===== src/rtl/dnkc_pkg.sv =====
package dnkc_pkg;

    // Width of a note index; holds key indices 0..7 plus the "no key" code KEY_COUNT.
    localparam int NOTE_W = 5;

    localparam logic [15:0] DEBOUNCE_RESET = 16'd30;

    typedef enum logic [1:0] {
        NOTE_NONE = 2'd0,
        NOTE_ON   = 2'd1,
        NOTE_OFF  = 2'd2
    } t_note_ev;

    typedef enum logic [1:0] {
        REC_NONE  = 2'd0,
        REC_START = 2'd1,
        REC_STOP  = 2'd2
    } t_rec_ev;

    // One classified poll as it waits in the queue between front and back.
    typedef struct packed {
        logic [31:0]       now;
        logic [NOTE_W-1:0] note;
        logic              rkey;
        logic              link;
        logic [15:0]       freq;
    } t_item;

    typedef struct packed {
        logic        tone_active;
        logic [15:0] tone_freq;
        t_note_ev    note_event;
        t_rec_ev     record_event;
        logic        rec_active;
        logic        link_led;
        logic        warn;
        logic [31:0] event_time;
    } t_result;

    // 2^(a/12) in unsigned Q16.
    function automatic logic [16:0] pow12(input logic [3:0] a);
        logic [16:0] v;
        case (a)
            4'd0:    v = 17'd65536;
            4'd1:    v = 17'd69433;
            4'd2:    v = 17'd73562;
            4'd3:    v = 17'd77936;
            4'd4:    v = 17'd82570;
            4'd5:    v = 17'd87480;
            4'd6:    v = 17'd92682;
            4'd7:    v = 17'd98193;
            4'd8:    v = 17'd104032;
            4'd9:    v = 17'd110218;
            4'd10:   v = 17'd116772;
            4'd11:   v = 17'd123715;
            default: v = 17'd65536;
        endcase
        return v;
    endfunction

    // 2^(b/120) in unsigned Q16.
    function automatic logic [16:0] pow120(input logic [3:0] b);
        logic [16:0] v;
        case (b)
            4'd0:    v = 17'd65536;
            4'd1:    v = 17'd65916;
            4'd2:    v = 17'd66297;
            4'd3:    v = 17'd66682;
            4'd4:    v = 17'd67068;
            4'd5:    v = 17'd67456;
            4'd6:    v = 17'd67847;
            4'd7:    v = 17'd68240;
            4'd8:    v = 17'd68635;
            4'd9:    v = 17'd69033;
            default: v = 17'd65536;
        endcase
        return v;
    endfunction

    // Base frequency in hertz of each note key.
    function automatic logic [9:0] base_freq(input logic [2:0] key);
        logic [9:0] v;
        case (key)
            3'd0:    v = 10'd262;
            3'd1:    v = 10'd294;
            3'd2:    v = 10'd330;
            3'd3:    v = 10'd349;
            3'd4:    v = 10'd392;
            3'd5:    v = 10'd440;
            3'd6:    v = 10'd494;
            3'd7:    v = 10'd523;
            default: v = 10'd262;
        endcase
        return v;
    endfunction

endpackage


===== src/rtl/dnkc_front.sv =====
module dnkc_front
    import dnkc_pkg::*;
#(
    parameter int KEY_COUNT = 8
) (
    input  logic              i_clk,
    input  logic              i_rst_n,
    input  logic              i_in_valid,
    output logic              o_in_stall,
    input  logic [31:0]       i_poll_time_ms,
    input  logic [7:0]        i_note_keys,
    input  logic              i_record_key,
    input  logic              i_link_status,
    input  logic signed [7:0] i_pitch_tenths,
    input  logic              i_q_full,
    output logic              o_push,
    output t_item             o_item
);

    typedef struct packed {
        logic [31:0]       now;
        logic [NOTE_W-1:0] note;
        logic [2:0]        key;
        logic              rkey;
        logic              link;
    } t_ctl;

    typedef struct packed {
        t_ctl       ctl;
        logic [1:0] oct;
        logic [3:0] semi;
        logic [3:0] tenth;
    } t_s1;

    typedef struct packed {
        t_ctl        ctl;
        logic [1:0]  oct;
        logic [33:0] mult;
    } t_s2;

    logic  r_s1_v, r_s2_v, r_s3_v;
    t_s1   r_s1, n_s1;
    t_s2   r_s2, n_s2;
    t_item r_s3, n_s3;
    logic  s1_ready, s2_ready, s3_ready;

    logic [8:0]  t_off;
    logic [6:0]  rem;
    logic [43:0] prod;
    logic [43:0] shifted;

    assign s3_ready   = !r_s3_v || !i_q_full;
    assign s2_ready   = !r_s2_v || s3_ready;
    assign s1_ready   = !r_s1_v || s2_ready;
    assign o_in_stall = !s1_ready;
    assign o_push     = r_s3_v && !i_q_full;
    assign o_item     = r_s3;

    // Stage 1: pick the lowest pressed key and split the pitch into octave,
    // semitone and tenth steps.
    always_comb begin
        n_s1          = '0;
        n_s1.ctl.now  = i_poll_time_ms;
        n_s1.ctl.rkey = i_record_key;
        n_s1.ctl.link = i_link_status;
        n_s1.ctl.note = NOTE_W'(KEY_COUNT);
        n_s1.ctl.key  = 3'd0;
        for (int i = 7; i >= 0; i--) begin
            if (i < KEY_COUNT && !i_note_keys[i]) begin
                n_s1.ctl.note = NOTE_W'(i);
                n_s1.ctl.key  = 3'(i);
            end
        end

        t_off = 9'(10'($signed(i_pitch_tenths)) + 10'd240);
        if (t_off >= 9'd360) begin
            n_s1.oct = 2'd3;
            rem      = 7'(t_off - 9'd360);
        end else if (t_off >= 9'd240) begin
            n_s1.oct = 2'd2;
            rem      = 7'(t_off - 9'd240);
        end else if (t_off >= 9'd120) begin
            n_s1.oct = 2'd1;
            rem      = 7'(t_off - 9'd120);
        end else begin
            n_s1.oct = 2'd0;
            rem      = 7'(t_off);
        end

        n_s1.semi  = 4'd0;
        n_s1.tenth = 4'(rem);
        for (int k = 1; k < 12; k++) begin
            if (rem >= 7'(10 * k)) begin
                n_s1.semi  = 4'(k);
                n_s1.tenth = 4'(rem - 7'(10 * k));
            end
        end
    end

    // Stage 2: combined pitch ratio in Q32.
    always_comb begin
        n_s2      = '0;
        n_s2.ctl  = r_s1.ctl;
        n_s2.oct  = r_s1.oct;
        n_s2.mult = 34'(pow12(r_s1.semi)) * 34'(pow120(r_s1.tenth));
    end

    // Stage 3: scale the base frequency, drop the fraction and saturate.
    always_comb begin
        prod      = 44'(base_freq(r_s2.ctl.key)) * 44'(r_s2.mult);
        shifted   = prod >> (6'd34 - {4'd0, r_s2.oct});
        n_s3      = '0;
        n_s3.now  = r_s2.ctl.now;
        n_s3.note = r_s2.ctl.note;
        n_s3.rkey = r_s2.ctl.rkey;
        n_s3.link = r_s2.ctl.link;
        n_s3.freq = (|shifted[43:16]) ? 16'hFFFF : shifted[15:0];
    end

    always_ff @(posedge i_clk) begin
        if (!i_rst_n) begin
            r_s1_v <= 1'b0;
            r_s2_v <= 1'b0;
            r_s3_v <= 1'b0;
        end else begin
            if (s1_ready) begin
                r_s1_v <= i_in_valid;
            end
            if (s2_ready) begin
                r_s2_v <= r_s1_v;
            end
            if (s3_ready) begin
                r_s3_v <= r_s2_v;
            end
        end
    end

    always_ff @(posedge i_clk) begin
        if (s1_ready) begin
            r_s1 <= n_s1;
        end
        if (s2_ready) begin
            r_s2 <= n_s2;
        end
        if (s3_ready) begin
            r_s3 <= n_s3;
        end
    end

    a_stall_only_when_full: assert property (@(posedge i_clk) disable iff (!i_rst_n)
        o_in_stall |-> (r_s1_v && r_s2_v && r_s3_v && i_q_full))
        else $error("front stalls with room in its pipeline");

    a_s3_holds: assert property (@(posedge i_clk) disable iff (!i_rst_n)
        (r_s3_v && i_q_full) |=> (r_s3_v && $stable(r_s3)))
        else $error("blocked stage 3 item changed");

    a_s2_holds: assert property (@(posedge i_clk) disable iff (!i_rst_n)
        (r_s2_v && !s3_ready) |=> (r_s2_v && $stable(r_s2)))
        else $error("blocked stage 2 item changed");

endmodule


===== src/rtl/dnkc_fifo.sv =====
module dnkc_fifo
    import dnkc_pkg::*;
#(
    parameter int WIDTH = 8,
    parameter int DEPTH = 4
) (
    input  logic             i_clk,
    input  logic             i_rst_n,
    input  logic             i_push,
    input  logic [WIDTH-1:0] i_data,
    output logic             o_full,
    input  logic             i_pop,
    output logic [WIDTH-1:0] o_data,
    output logic             o_empty
);

    localparam int PW = $clog2(DEPTH);
    localparam int CW = $clog2(DEPTH + 1);

    logic [WIDTH-1:0] r_mem [DEPTH];
    logic [PW-1:0]    r_wr_ptr, r_rd_ptr;
    logic [CW-1:0]    r_count;

    assign o_full  = (r_count == CW'(DEPTH));
    assign o_empty = (r_count == '0);
    assign o_data  = r_mem[r_rd_ptr];

    always_ff @(posedge i_clk) begin
        if (!i_rst_n) begin
            r_wr_ptr <= '0;
            r_rd_ptr <= '0;
            r_count  <= '0;
        end else begin
            if (i_push) begin
                r_wr_ptr <= (r_wr_ptr == PW'(DEPTH - 1)) ? '0 : r_wr_ptr + 1'b1;
            end
            if (i_pop) begin
                r_rd_ptr <= (r_rd_ptr == PW'(DEPTH - 1)) ? '0 : r_rd_ptr + 1'b1;
            end
            if (i_push && !i_pop) begin
                r_count <= r_count + 1'b1;
            end else if (i_pop && !i_push) begin
                r_count <= r_count - 1'b1;
            end
        end
    end

    always_ff @(posedge i_clk) begin
        if (i_push) begin
            r_mem[r_wr_ptr] <= i_data;
        end
    end

    a_count_range: assert property (@(posedge i_clk) disable iff (!i_rst_n)
        r_count <= CW'(DEPTH))
        else $error("queue count out of range");

    a_no_overflow: assert property (@(posedge i_clk) disable iff (!i_rst_n)
        i_push |-> !o_full)
        else $error("push into full queue");

    a_no_underflow: assert property (@(posedge i_clk) disable iff (!i_rst_n)
        i_pop |-> !o_empty)
        else $error("pop from empty queue");

endmodule


===== src/rtl/dnkc_back.sv =====
module dnkc_back
    import dnkc_pkg::*;
#(
    parameter int KEY_COUNT = 8
) (
    input  logic        i_clk,
    input  logic        i_rst_n,
    input  logic [15:0] i_debounce_ms,
    input  t_item       i_item,
    input  logic        i_q_empty,
    output logic        o_pop,
    output logic        o_out_valid,
    input  logic        i_out_stall,
    output t_result     o_result
);

    localparam logic [NOTE_W-1:0] KEY_NONE = NOTE_W'(KEY_COUNT);

    logic [NOTE_W-1:0] r_cand_note, n_cand_note;
    logic [31:0]       r_cand_since, n_cand_since;
    logic [NOTE_W-1:0] r_playing, n_playing;
    logic              r_recording, n_recording;
    logic              r_last_rkey;
    logic [15:0]       r_last_freq, n_last_freq;
    logic              r_out_valid;
    t_result           r_out, n_out;

    logic [31:0] elapsed;
    logic        fire;
    logic        press;
    logic        warn;
    t_note_ev    note_ev;
    t_rec_ev     rec_ev;

    assign o_pop       = !i_q_empty && (!r_out_valid || !i_out_stall);
    assign o_out_valid = r_out_valid;
    assign o_result    = r_out;

    always_comb begin
        n_recording = r_recording;
        warn        = 1'b0;
        note_ev     = NOTE_NONE;
        rec_ev      = REC_NONE;

        // Link loss drops recording first.
        if (!i_item.link && r_recording) begin
            n_recording = 1'b0;
            warn        = 1'b1;
        end

        n_cand_note  = i_item.note;
        n_cand_since = (i_item.note != r_cand_note) ? i_item.now : r_cand_since;
        elapsed      = i_item.now - n_cand_since;
        fire         = (elapsed > {16'd0, i_debounce_ms}) && (i_item.note != r_playing);

        n_playing   = r_playing;
        n_last_freq = r_last_freq;
        if (fire) begin
            n_playing = i_item.note;
            if (i_item.note >= KEY_NONE) begin
                n_last_freq = 16'd0;
                if (n_recording) begin
                    note_ev = NOTE_OFF;
                end
            end else begin
                n_last_freq = i_item.freq;
                if (n_recording) begin
                    note_ev = NOTE_ON;
                end
            end
        end

        press = !i_item.rkey && r_last_rkey;
        if (press) begin
            if (!n_recording) begin
                if (!i_item.link) begin
                    warn = 1'b1;
                end else begin
                    n_recording = 1'b1;
                    rec_ev      = REC_START;
                end
            end else begin
                n_recording = 1'b0;
                rec_ev      = REC_STOP;
            end
        end

        n_out.tone_active  = (n_playing < KEY_NONE);
        n_out.tone_freq    = (n_playing < KEY_NONE) ? n_last_freq : 16'd0;
        n_out.note_event   = note_ev;
        n_out.record_event = rec_ev;
        n_out.rec_active   = n_recording;
        n_out.link_led     = i_item.link;
        n_out.warn         = warn;
        n_out.event_time   = (note_ev != NOTE_NONE || rec_ev != REC_NONE) ? i_item.now : 32'd0;
    end

    always_ff @(posedge i_clk) begin
        if (!i_rst_n) begin
            r_cand_note  <= KEY_NONE;
            r_cand_since <= 32'd0;
            r_playing    <= KEY_NONE;
            r_recording  <= 1'b0;
            r_last_rkey  <= 1'b1;
            r_last_freq  <= 16'd0;
            r_out_valid  <= 1'b0;
        end else begin
            if (o_pop) begin
                r_cand_note  <= n_cand_note;
                r_cand_since <= n_cand_since;
                r_playing    <= n_playing;
                r_recording  <= n_recording;
                r_last_rkey  <= i_item.rkey;
                r_last_freq  <= n_last_freq;
                r_out_valid  <= 1'b1;
            end else if (!i_out_stall) begin
                r_out_valid <= 1'b0;
            end
        end
    end

    always_ff @(posedge i_clk) begin
        if (o_pop) begin
            r_out <= n_out;
        end
    end

    a_start_sets_mode: assert property (@(posedge i_clk) disable iff (!i_rst_n)
        (r_out_valid && r_out.record_event == REC_START) |-> r_out.rec_active)
        else $error("recording start reported with recording off");

    a_stop_clears_mode: assert property (@(posedge i_clk) disable iff (!i_rst_n)
        (r_out_valid && r_out.record_event == REC_STOP) |-> !r_out.rec_active)
        else $error("recording stop reported with recording on");

    a_silent_zero_freq: assert property (@(posedge i_clk) disable iff (!i_rst_n)
        (r_out_valid && !r_out.tone_active) |-> (r_out.tone_freq == 16'd0))
        else $error("silent tone with nonzero frequency");

    a_pop_fills_output: assert property (@(posedge i_clk) disable iff (!i_rst_n)
        o_pop |=> r_out_valid)
        else $error("popped item did not reach the output register");

endmodule


===== src/rtl/debounced_note_key_controller.sv =====
// Channel   Direction  Handshake                 Moves
// --------  ---------  ------------------------  ---------------------------------------
// cfg       in         i_cfg_valid/o_cfg_ready   debounce time in milliseconds
// in        in         i_in_valid/o_in_stall     one poll: time, keys, record, link, pitch
// out       out        o_out_valid/i_out_stall   one result per poll
//
// One poll can be taken every cycle while o_in_stall is low. A poll's result passes
// three front stage registers, the first loaded by the transfer itself, then one
// queue entry, then the output register. The front multiplier chain sets the depth.
// Reset is synchronous and active low; it returns debounce_ms to 30 and all key and
// recording state to idle. A stalled output holds its result; the queue absorbs the
// front's work, and only when it and the front stages are all full is o_in_stall raised.
module debounced_note_key_controller
    import dnkc_pkg::*;
#(
    parameter int KEY_COUNT   = 8,
    parameter int QUEUE_DEPTH = 4
) (
    input  logic              i_clk,
    input  logic              i_rst_n,

    input  logic              i_cfg_valid,
    output logic              o_cfg_ready,
    input  logic [15:0]       i_cfg_debounce_ms,

    input  logic              i_in_valid,
    output logic              o_in_stall,
    input  logic [31:0]       i_poll_time_ms,
    input  logic [7:0]        i_note_keys,
    input  logic              i_record_key,
    input  logic              i_link_status,
    input  logic signed [7:0] i_pitch_tenths,

    output logic              o_out_valid,
    input  logic              i_out_stall,
    output logic              o_tone_active,
    output logic [15:0]       o_tone_freq,
    output logic [1:0]        o_note_event,
    output logic [1:0]        o_record_event,
    output logic              o_rec_active,
    output logic              o_link_led,
    output logic              o_warn_pulse,
    output logic [31:0]       o_event_time
);

    // The debounce register is always ready; a transfer overwrites it.
    logic [15:0] r_debounce_ms;

    logic    push, pop, q_full, q_empty;
    t_item   front_item, q_item;
    t_result result;

    assign o_cfg_ready = 1'b1;

    always_ff @(posedge i_clk) begin
        if (!i_rst_n) begin
            r_debounce_ms <= DEBOUNCE_RESET;
        end else if (i_cfg_valid && o_cfg_ready) begin
            r_debounce_ms <= i_cfg_debounce_ms;
        end
    end

    // The front scans the keys and works out the pitch-shifted frequency of the
    // lowest pressed key. None of that depends on the block's state, so it runs
    // freely ahead of the back.
    dnkc_front #(
        .KEY_COUNT (KEY_COUNT)
    ) u_front (
        .i_clk          (i_clk),
        .i_rst_n        (i_rst_n),
        .i_in_valid     (i_in_valid),
        .o_in_stall     (o_in_stall),
        .i_poll_time_ms (i_poll_time_ms),
        .i_note_keys    (i_note_keys),
        .i_record_key   (i_record_key),
        .i_link_status  (i_link_status),
        .i_pitch_tenths (i_pitch_tenths),
        .i_q_full       (q_full),
        .o_push         (push),
        .o_item         (front_item)
    );

    dnkc_fifo #(
        .WIDTH ($bits(t_item)),
        .DEPTH (QUEUE_DEPTH)
    ) u_queue (
        .i_clk   (i_clk),
        .i_rst_n (i_rst_n),
        .i_push  (push),
        .i_data  (front_item),
        .o_full  (q_full),
        .i_pop   (pop),
        .o_data  (q_item),
        .o_empty (q_empty)
    );

    // The back holds all state: debounce, playing note, recording mode and the
    // record key edge detector. Unless the output stalls, it finishes one poll per cycle
    // into the output register, so it can pop a new poll as the last result is taken.
    dnkc_back #(
        .KEY_COUNT (KEY_COUNT)
    ) u_back (
        .i_clk         (i_clk),
        .i_rst_n       (i_rst_n),
        .i_debounce_ms (r_debounce_ms),
        .i_item        (q_item),
        .i_q_empty     (q_empty),
        .o_pop         (pop),
        .o_out_valid   (o_out_valid),
        .i_out_stall   (i_out_stall),
        .o_result      (result)
    );

    assign o_tone_active  = result.tone_active;
    assign o_tone_freq    = result.tone_freq;
    assign o_note_event   = result.note_event;
    assign o_record_event = result.record_event;
    assign o_rec_active   = result.rec_active;
    assign o_link_led     = result.link_led;
    assign o_warn_pulse   = result.warn;
    assign o_event_time   = result.event_time;

endmodule

===== config.mk =====
export PLATFORM = sky130hd
export DESIGN_NAME = debounced_note_key_controller
export DESIGN_NICKNAME = d
export VERILOG_FILES = /design/src/rtl/dnkc_pkg.sv /design/src/rtl/dnkc_front.sv /design/src/rtl/dnkc_fifo.sv /design/src/rtl/dnkc_back.sv /design/src/rtl/debounced_note_key_controller.sv
export SDC_FILE = /design/constraint.sdc
export NUM_CORES = 2
export LEC_CHECK = 0
export CAP_MARGIN = 20
export CORE_MARGIN = 2
export CORE_UTILIZATION = 38
export CTS_CLUSTER_DIAMETER = 50
export DETAILED_ROUTE_END_ITERATION = 8
export DONT_BUFFER_PORTS = 1
export PLACE_DENSITY = 0.61
export RECOVER_POWER = 50
export SYNTH_ARGS = -nofsm -noshare
export SYNTH_HDL_FRONTEND = slang
export SYNTH_SLANG_ARGS = --single-unit

===== constraint.sdc =====
create_clock -name i_clk -period 9.8 [get_ports i_clk]
set_input_delay 0.98 -clock i_clk [delete_from_list [all_inputs] [get_ports i_clk]]
set_output_delay 0.98 -clock i_clk [all_outputs]
set_load 0.02 [all_outputs]

==> out/qor.yml <==
synth.area.mux_share_pct: 5.10
grt-ovfl-total: 0
insertion_delay_ps: 610
cp_data_required_time_ps: 10160
grt_pass1_vias: 27000
syn_area_per_cell_um2: 11.3
fmax_mhz: 121
clk_pin_slew_worst_paths_ps: 60
cts_tree: "yes"
synthAdderAreaFrac_pct: 28.4
grt_start_max_net_pins: 96
slew-limit-headroom_pct: -100
drive_above_1_share_pct: 6.73
worst_path_most_repeated_cell: "a21oi_1"
cp.arrival_ps: 8650
die_y_um: 336
synth_cells: 3711
synth-seq-cells: 558
setup_viol: 0
cp-end-kind: "flop"
routed_via_density: 5.13
yosysSeqAreaShare_pct: 37.4
synthXorXnorAreaFrac_pct: 1.79
die-area_um2: 113000
cts_root_buf: "clkbuf_16"
slew_viol_final: 66
cts_resized: 0
rsz0062_at_grt: "no"
reg2reg_to: "u_back.o_result[40]"
cp_slowest_stage_delay_ps: 820
rows: 121
ant_nets: 0
synth_nets: 4481
status: "complete, but fails checks"
synth_compound_area_share_pct: 8.61
synth_top_family_by_area: "adder cells"
drc: 0
initial_core_util_pct: 38.4
design_area_um2: 45200
wirelength_mm: 90.7
synth-async-reset-ratio_pct: 0
slowest_stage: "o211a_1"
htree_levels: 3
antenna_found_initial: 4
placeableCoreArea_um2: 109000
drt_pass1_iterations: 6
cp-start-kind: "flop"
worstPathMaxFanout: 30
postCtsHoldBufs: 0
ff2ff_setup_slack_ps: 1510
report.final.hold_viol_count: 0
top_level_ports: 130
r2r_cells: 29
synth-main-ff-cell: "edfxtp_1"
path_class: "flop to flop"
cap_violations: 2
fin_crit_ps: 8290
worst_pin_slew_ps: 3010
tns_ps: 0
ys_types: 104
portBuffers: 0
post_cts_buffers: 0
clk_path_buf_depth: 3
violations: "max-capacitance violations, max-slew violations"
min_from: "u_front.n_s2[44]"
dpl-instance-area_um2: 43100
cts_inserted_buffers: 66
cp_top_family: "compound AO/OA/AOI/OAI gates"
syn-cell-area_um2: 41800
routabilityCongestion: 0.854
hold_end: "u_front.n_s3[21]"
path_buf_inv: 1
die_width_um: 336
wl_per_cell_um: 17.8
syn_to_final_growth_pct: 8.17
num_vias: 26200
final_nets: 4399
whs_path_depth: 0
synth-simple-area-share_pct: 12.3
dp_hpwl_mm: 66.0
diodes: 0
grt_usage_pct: 16.3
clock_skew_ps: 50.3
hold_class: "flop to flop"
nFillCells: 10200
grt_pass1_wl_mm: 146
cts_sinks: 558
period_share_pct: 84.6
ys_warn_count: 0
drtIter0Drc: 1769
synth_edf_count: 448
## registers in the layout, indices dropped and copies added (netlist names), 2 cells and up, named ones only
| signal | count |
|---|---|
| u_front.r_s1 | 8 |
| u_back.r_last_freq | 16 |
| u_back.r_cand_note | 4 |
| r_debounce_ms | 16 |
| u_front.r_s2 | 38 |
| u_queue.r_wr_ptr | 2 |
| u_queue.r_rd_ptr | 2 |
| u_front.n_s3 | 36 |
| u_queue.r_count | 3 |
| u_front.o_item | 54 |
| u_back.r_playing | 5 |
| u_front.n_s2 | 40 |
| u_back.r_cand_since | 32 |
| u_back.o_result | 56 |
| u_queue.r_mem | 216 |
## cell type report
type                    instances  area, um^2  share of cell area [%]
inverters                     514        1930                    4.27
repair buffers                 32         248                   0.548
well taps                    1414        1770                    3.91
flip-flops and latches        558       15700                    34.6
clock inverters                34         317                   0.700
multi-input cells            2457       23500                    51.9
clock buffers                  88        1810                    3.99
## cell usage in the layout, fill, tap and decap left out, types with 15 or more instances in the layout
cell	n
a211oi_1	15
a21boi_0	33
a21o_1	45
a21oi_1	100
a22o_1	21
a31oi_1	15
and2_1	253
and3_1	15
buf_4	29
clkbuf_1	18
clkbuf_16	68
dfxtp_1	101
edfxtp_1	448
fa_1	416
ha_1	283
inv_1	509
mux2i_1	72
mux4_2	58
nand2_1	446
nand2b_1	22
nand3_1	47
nand4_1	18
nor2_1	96
nor2b_1	59
nor3_1	22
o211a_1	34
o211ai_1	21
o21a_1	24
o21ai_0	87
xnor2_1	51
xor2_1	22
## through the flow
step / instances / util, % / hold WS, ps / setup WS, ps
global route: 5097 / 41.5 / 418 / 824
floorplan: 3711 / - / 400 / 2830
global placement: 4972 / 39.5 / 403 / 1510
finish: 5097 / 41.5 / 399 / 1510
detailed placement: 4973 / 39.6 / 405 / 1470
CTS: 5095 / 41.5 / 397 / 1380
## how the worst max path moves through the flow
stage | start | depth (start not counted) | end | slack (ps)
after floorplan | u_front.r_s1[4] | 26 | u_front.r_s2[32] | 2830
after global placement | flop | 29 | u_back.o_result[27] | 1510
after detailed placement | flop | 29 | u_back.o_result[27] | 1470
after CTS | flop | 29 | u_back.o_result[6] | 1380
after global routing | flop | 29 | u_back.o_result[46] | 820
final | flop | 29 | u_back.o_result[40] | 1510
## synth_stat cells (all sizes together) (59+ instances only)
cell    number  share of area (%)
inv        513                4.6
edfxtp     448                 32
nand2      446                4.0
fa         416                 20
ha         283                8.5
and2       257                3.8
clkbuf     139                1.2
dfxtp      110                5.3
a21oi      101                1.2
nor2        98               0.90
o21ai       96                1.2
mux2i       73                1.8
nor2b       59               0.88
## layer usage
| metal | GRT usage, % | wire length, um |
|---|---|---|
| met5 | 0 | 0 |
| met4 | 4.06 | 1890 |
| met3 | 2.50 | 4290 |
| met2 | 28.0 | 44100 |
| met1 | 21.5 | 40400 |
## kinds of logic (layout without fill, tap and decap cells)
| kind of cell | after synthesis | count (layout) |
|---|---|---|
| buffers and inverters | 696 | 668 |
| adders and majority gates | 699 | 699 |
| xor gates and xnor gates | 79 | 79 |
| muxes | 138 | 138 |
| AOI/OAI and AO/OA | 503 | 503 |
| other | 1 | 1 |
| DFF | 558 | 558 |
| and+or+nand+nor | 1037 | 1037 |
Power is left out: the tool's default activity adds up to more than one toggle a clock period on the data nets, which glitch-free logic cannot reach.
